## config.mk

```make
export PLATFORM = sky130hd
export DESIGN_NAME = afgr_ctrl
export DESIGN_NICKNAME = d
export VERILOG_FILES = /design/src/rtl/afgr_pkg.sv /design/src/rtl/afgr_ctrl.sv
export SDC_FILE = /design/constraint.sdc
export NUM_CORES = 1
export LEC_CHECK = 0
export ABC_AREA = 1
export ABC_CLOCK_PERIOD_IN_PS = 1800
export BUFFER_PORTS_ARGS = -buffer_cell sky130_fd_sc_hd__buf_2
export CAP_MARGIN = 40
export CORE_AREA = 2 2 39 41
export DETAILED_ROUTE_END_ITERATION = 10
export DIE_AREA = 0 0 41 43
export GPL_TIMING_DRIVEN = 0
export PLACE_DENSITY = 0.62
export REMOVE_ABC_BUFFERS = 1
export SKIP_CTS_REPAIR_TIMING = 1
export SLEW_MARGIN = 20
export SYNTH_ARGS = -nofsm -noshare
export SYNTH_HDL_FRONTEND = slang
export SYNTH_SLANG_ARGS = --single-unit
```

## constraint.sdc

```tcl
create_clock -name clk -period 1.8 [get_ports clk]
set_input_delay 0.18 -clock clk [delete_from_list [all_inputs] [get_ports clk]]
set_output_delay 0.18 -clock clk [all_outputs]
set_load 0.02 [all_outputs]
```

## src/rtl/afgr_pkg.sv

```systemverilog
// shared constants, word types and controller interface for the audio output fifo
`timescale 1ns / 1ps
`default_nettype none
package afgr_pkg;

	// ring geometry
	localparam int RING_DEPTH = 1024;
	localparam int MAX_BLOCK  = 64;
	localparam int ADDR_W     = $clog2(RING_DEPTH);
	localparam int CAP_W      = 11;
	localparam int CNT_W      = 40;
	localparam int FRAME_W    = 32;
	localparam int BLK_W      = 7;

	// gain arithmetic
	localparam int GAIN_W     = 18;
	localparam int GAIN_MAX   = 131072;
	localparam int GNUM_W     = 26;
	localparam int DELTA_W    = 19;
	localparam int PROD_W     = 39;
	localparam int QUOT_W     = 23;

	// serial divider
	localparam int DIV_W      = 40;
	localparam int DIVR_W     = 11;
	localparam int STEP_W     = 6;

	// configuration port
	localparam int CFG_IDX_W  = 2;
	localparam int CFG_DATA_W = 11;
	localparam logic [CFG_IDX_W-1:0] REG_CHANNELS = 2'd0;
	localparam logic [CFG_IDX_W-1:0] REG_CAPACITY = 2'd1;

	// operation codes
	localparam logic [2:0] OP_WRITE  = 3'd0;
	localparam logic [2:0] OP_PULL   = 3'd1;
	localparam logic [2:0] OP_FLUSH  = 3'd2;
	localparam logic [2:0] OP_EOS    = 3'd3;
	localparam logic [2:0] OP_PLAY   = 3'd4;
	localparam logic [2:0] OP_VOLUME = 3'd5;

	typedef struct packed {
		logic [2:0]          op;
		logic signed [15:0]  left_sample;
		logic signed [15:0]  right_sample;
		logic [6:0]          block_frames;
		logic                play_flag;
		logic [17:0]         volume;
	} in_word_t;

	typedef struct packed {
		logic signed [15:0]  left_out;
		logic signed [15:0]  right_out;
		logic                from_ring;
		logic                accepted;
		logic                last;
		logic [31:0]         underrun_total;
		logic [10:0]         fill_level;
	} out_word_t;

	typedef enum logic [3:0] {
		ST_IDLE,
		ST_RC_START,
		ST_RC_WAIT,
		ST_EXEC,
		ST_FRAME,
		ST_FR_MUL,
		ST_FR_DIV_START,
		ST_FR_DIV_WAIT,
		ST_FR_EMIT
	} state_t;

	typedef struct packed {
		logic cfg_take;
		logic item_take;
		logic rc_start;
		logic rc_finish;
		logic pull_setup;
		logic simple_exec;
		logic fr_read;
		logic fr_mul;
		logic fr_div_start;
		logic fr_emit;
		logic zero_emit;
	} dp_cmd_t;

	typedef struct packed {
		logic       is_pull;
		logic       pull_zero;
		logic       k_lt_avail;
		logic       last_frame;
		logic       div_done;
		logic       out_free;
	} dp_stat_t;

endpackage
`default_nettype wire

```

## src/rtl/afgr_ctrl.sv

```systemverilog
// controller: sequences configuration, simple ops and pulled frames
`timescale 1ns / 1ps
`default_nettype none
module afgr_ctrl (
	input  logic                           clk,
	input  logic                           arst_n,
	input  logic                           in_valid,
	output logic                           in_ready,
	input  logic                           cfg_valid,
	output logic                           cfg_ready,
	input  logic [afgr_pkg::CFG_IDX_W-1:0] cfg_index,
	input  afgr_pkg::dp_stat_t             stat,
	output afgr_pkg::dp_cmd_t              cmd
);
	import afgr_pkg::*;

	state_t state_q;
	state_t state_d;

	// state register
	always_ff @(posedge clk or negedge arst_n) begin
		if (!arst_n) begin
			state_q <= ST_IDLE;
		end else begin
			state_q <= state_d;
		end
	end

	// next state and commands
	always_comb begin
		state_d   = state_q;
		cmd       = '0;
		in_ready  = 1'b0;
		cfg_ready = 1'b0;
		unique case (state_q)
			ST_IDLE: begin
				cfg_ready = 1'b1;
				in_ready  = !cfg_valid;
				if (cfg_valid) begin
					cmd.cfg_take = 1'b1;
					if (cfg_index == REG_CAPACITY) begin
						state_d = ST_RC_START;
					end
				end else if (in_valid) begin
					cmd.item_take = 1'b1;
					state_d       = ST_EXEC;
				end
			end
			ST_RC_START: begin
				cmd.rc_start = 1'b1;
				state_d      = ST_RC_WAIT;
			end
			ST_RC_WAIT: begin
				if (stat.div_done) begin
					cmd.rc_finish = 1'b1;
					state_d       = ST_IDLE;
				end
			end
			ST_EXEC: begin
				if (stat.is_pull) begin
					cmd.pull_setup = 1'b1;
					state_d        = stat.pull_zero ? ST_IDLE : ST_FRAME;
				end else if (stat.out_free) begin
					cmd.simple_exec = 1'b1;
					state_d         = ST_IDLE;
				end
			end
			ST_FRAME: begin
				if (stat.k_lt_avail) begin
					cmd.fr_read = 1'b1;
					state_d     = ST_FR_MUL;
				end else if (stat.out_free) begin
					cmd.zero_emit = 1'b1;
					state_d       = stat.last_frame ? ST_IDLE : ST_FRAME;
				end
			end
			ST_FR_MUL: begin
				cmd.fr_mul = 1'b1;
				state_d    = ST_FR_DIV_START;
			end
			ST_FR_DIV_START: begin
				cmd.fr_div_start = 1'b1;
				state_d          = ST_FR_DIV_WAIT;
			end
			ST_FR_DIV_WAIT: begin
				if (stat.div_done) begin
					state_d = ST_FR_EMIT;
				end
			end
			ST_FR_EMIT: begin
				if (stat.out_free) begin
					cmd.fr_emit = 1'b1;
					state_d     = stat.last_frame ? ST_IDLE : ST_FRAME;
				end
			end
			default: state_d = ST_IDLE;
		endcase
	end
endmodule
`default_nettype wire

```

Yosys cells after proc, flatten, opt, wreduce, memory -nomap -nowiden
Index checks and enable logic that the tools add are counted.
- bits in registers: 4
- bits in latches: 0
- memory bits (writable): 0
- memory bits (read-only): 0
- input bits: 12
- output and inout port bits: 13
- memories: 0
- $add $sub $neg: 0
- multipliers: 0
- div/mod/pow operators: 0
- $lt $le $gt $ge: 0
- equal/unequal tests: 14
- shift-type cells: 0
- multiplexer cells: 32
- bitwise logic cells: 0
- reduce and logical (&&, ||, !) cells: 3
- operator list (cell ; count):
    4-bit 2-to-1 mux ; 9
    4-bit case mux with 9 select lines ; 1
    1-bit 2-to-1 mux ; 18
    4-bit by 3-bit equality test with 1-bit output (second input constant) ; 4
    3-bit inequality test (second input constant) ; 3
    4-bit by 2-bit equality test with 1-bit output (second input constant) ; 2
    3-bit 2-to-1 mux ; 2
    5-bit AND reduction ; 1
    4-bit by 1-bit equality test with 1-bit output (second input constant) ; 1
    4-bit equality test (second input constant) ; 1
    4-bit zero test ; 1
    2-bit 2-to-1 mux ; 2
    2-bit inequality test (second input constant) ; 2
    2-bit by 1-bit equality test with 1-bit output (second input constant) ; 1
    1-bit zero test ; 1

Depth between registers and ports, before layout
- depth after elaboration: 4
- gate-level depth with buffers: 8
- depth with buffers taken out: 8

Worst setup path after synthesis
OpenSTA, ideal clock, no wires.
- path kind: register -> output
- start: reg state_q[3]
- end: out cmd[9] (netlist name)
- arrival time: 1244 ps
- setup slack: 376 ps
- cell stages (with the launch flop): 4
- cells stage by stage: dfrtp_1 -> nor2_1 -> nand2_1 -> nor3_1
- RTL lines (item ; RTL line ; text):
    from (decl) ; afgr_ctrl.sv:17 ; state_t state_q;
    from (signal assigned) ; afgr_ctrl.sv:25 ; state_q <= state_d;
    to (decl) ; afgr_ctrl.sv:13 ; output afgr_pkg::dp_cmd_t cmd

==> impl_metrics.ini <==
[run_status]
status = completed

[final_layout]
layout_commonest_cell = buf_2
antenna_cells = 0
reg_top3 = state_q x4
finish.net_count = 119
fin_cells = 121
multi_input_area_um2 = 260
seqCellArea_um2 = 100
top_register = state_q
largest_reg_flops = 4
drive_gt1_share_pct = 32.4
final_cell_mix = buf_2, inv_1, nand2_1, nor2_1, nand3_1
syn_to_final_growth_pct = 40.4
final_area_um2 = 601
nFillCells = 139

[clock_network]
cts_tree = done
htree_levels = 1
root_buffer = clkbuf_4
clock_path_buffers = 2
clk_latency_ns = 0.23
clk_pin_slew_ns = 0.04
cts.sinks = 4
cts_buffers = 3

[sta]
slew_headroom_pct = 73.1
rsz0062_at_grt = no
fin_ws_ns = 0.120
tns_ns = 0
fin_worst_skew_ns = 0.00354
final.period_utilization_pct = 93.3
drv_slew = 0
fmax_mhz = 595
hold_ws_ns = 0.280
hold_violations = 0
worst_pin_slew_ns = 0.402
post-route-min-period_ns = 1.68
setup_viol = 0

[placed_design]
dpl_cell_area_um2 = 568
dp.cells = 117
port_buffers = 24
globalplace.congestion = 0.839
pre_cts_ws_ns = 0.383
hpwl_um = 952

[routing]
ant_nets = 0
drt_iter0_markers = 25
wirelength_um = 1150
first_pass_iters = 4
via_count = 558
drc = 0
via_per_inst = 4.61
avgRoutedWirePerCell_um = 9.48

[global_routing]
grt_pass1_wl_um = 1660
grt_busiest_layer = met2
grt_max_degree = 8
met2_usage_pct = 21.3
grt_use_met3_pct = 6.28
grt_usage_pct = 13.4
use_met1_pct = 17.2
first_global_vias = 451
grt_antenna_before_repair = 0
grt_overflow = 0

[die]
pin_count = 25
die_w_um = 41
core_um2 = 1380
die_y_um = 43
die-area_um2 = 1760
start_util_pct = 30.9
rows = 14

[yosys]
yosysWarnings = 0
ys_seq_area_share_pct = 23.4
yosys-top-cells-area = dfrtp_1, inv_1, nand3_1, nand2_1, nor2_1
synth_top_family_by_area = simple AND/OR/NAND/NOR gates
yosysTopAreaCellShare_pct = 23.4
post_synth_xor_area_fraction_pct = 0
synth_area_leader_cell = dfrtp_1
syn_area_um2 = 428
synthAdderAreaFrac_pct = 0
synth_compound_area_share_pct = 12.0
avgSynthCellArea_um2 = 5.56
ys_seq_elements = 4
synth_cell_types = 17
yosys.area_share.simple_pct = 48.8
synthMuxAreaShare_pct = 0
postSynthCellCount = 77

[worst_setup_path]
r2r_cells = 6
endpoint_kind = output pin
cp_data_required_time_ns = 1.62
path_max_fanout = 6
arrival_ns = 1.50
crit_path_start_kind = flop
criticalPathCategory = flop to output pin
r2r_slack_ns = 0.44

[run]
drv_cap = 0

[pwr]
p_leak_nw = 0.377
powerDensity_nw_per_um2 = 1510
vdd_ir_drop_max_mv = 0.671

[hold_path]
hp-class = input pin to asynchronous set/reset pin
## critical path, stage by stage (launching register included)
cell and delay, ns:
dfrtp_1 0.40, nor2_1 0.34, nand2_1 0.18, nor3_1 0.16
buf_2 0.19
## logic make-up (layout without fill, tap and decap cells)
| family | Yosys count | after routing |
|---|---|---|
| simple gates | 46 | 46 |
| buf+inv | 18 | 46 |
| compound gates | 9 | 9 |
| flops | 4 | 4 |
## cell usage after synthesis (all sizes together)
cell type  number
inv            17
nor2           16
nand2          14
nand3          11
o21ai           5
dfrtp           4
nor3            4
a21oi           1
clkinv          1
nor4            1
o211ai          1
o21a            1
o22ai           1
## per-layer routing
metal	share of wire, %	vias to the layer above
met2	44	22
li1	-	303
met3	6.7	0
met1	49	233
met5	0	-
met4	0	0
## stage by stage
step | total power, W | util (%)
after CTS | 0.000913 | 42.7
after floorplan | 0.000627 | -
after detailed placement | 0.000800 | 41.0
final | 0.000909 | 43.4
after global routing | 0.000996 | 43.4
after global placement | 0.000793 | 41.0
## path summary, 6_finish.rpt
| check | from | end |
|---|---|---|
| setup / recovery | state_q[3] | cmd[9] |
| hold / removal | arst_n | state_q[2] |
| setup reg to reg | state_q[3] | state_q[0] |
| hold reg to reg | state_q[1] | state_q[1] |
| max in group asynchronous | arst_n | state_q[1] |
| min in group clk | stat[0] | state_q[3] |
## where the power goes
group	internal, W	switching [W]
clock	0.0000741	0.0000308
combinational	0.000201	0.000422
sequential	0.000128	0.0000533
total	0.000403	0.000506
## area by class of cell
| type | instances | area share, % |
|---|---|---|
| Sequential cell | 4 | 16.7 |
| Multi-Input combinational cell | 55 | 43.3 |
| Inverter | 18 | 11.3 |
| Timing Repair Buffer | 25 | 21.7 |
| Tap cell | 16 | 3.33 |
| Clock buffer | 3 | 3.75 |
Note: power is estimated with default switching activity, not from simulation.
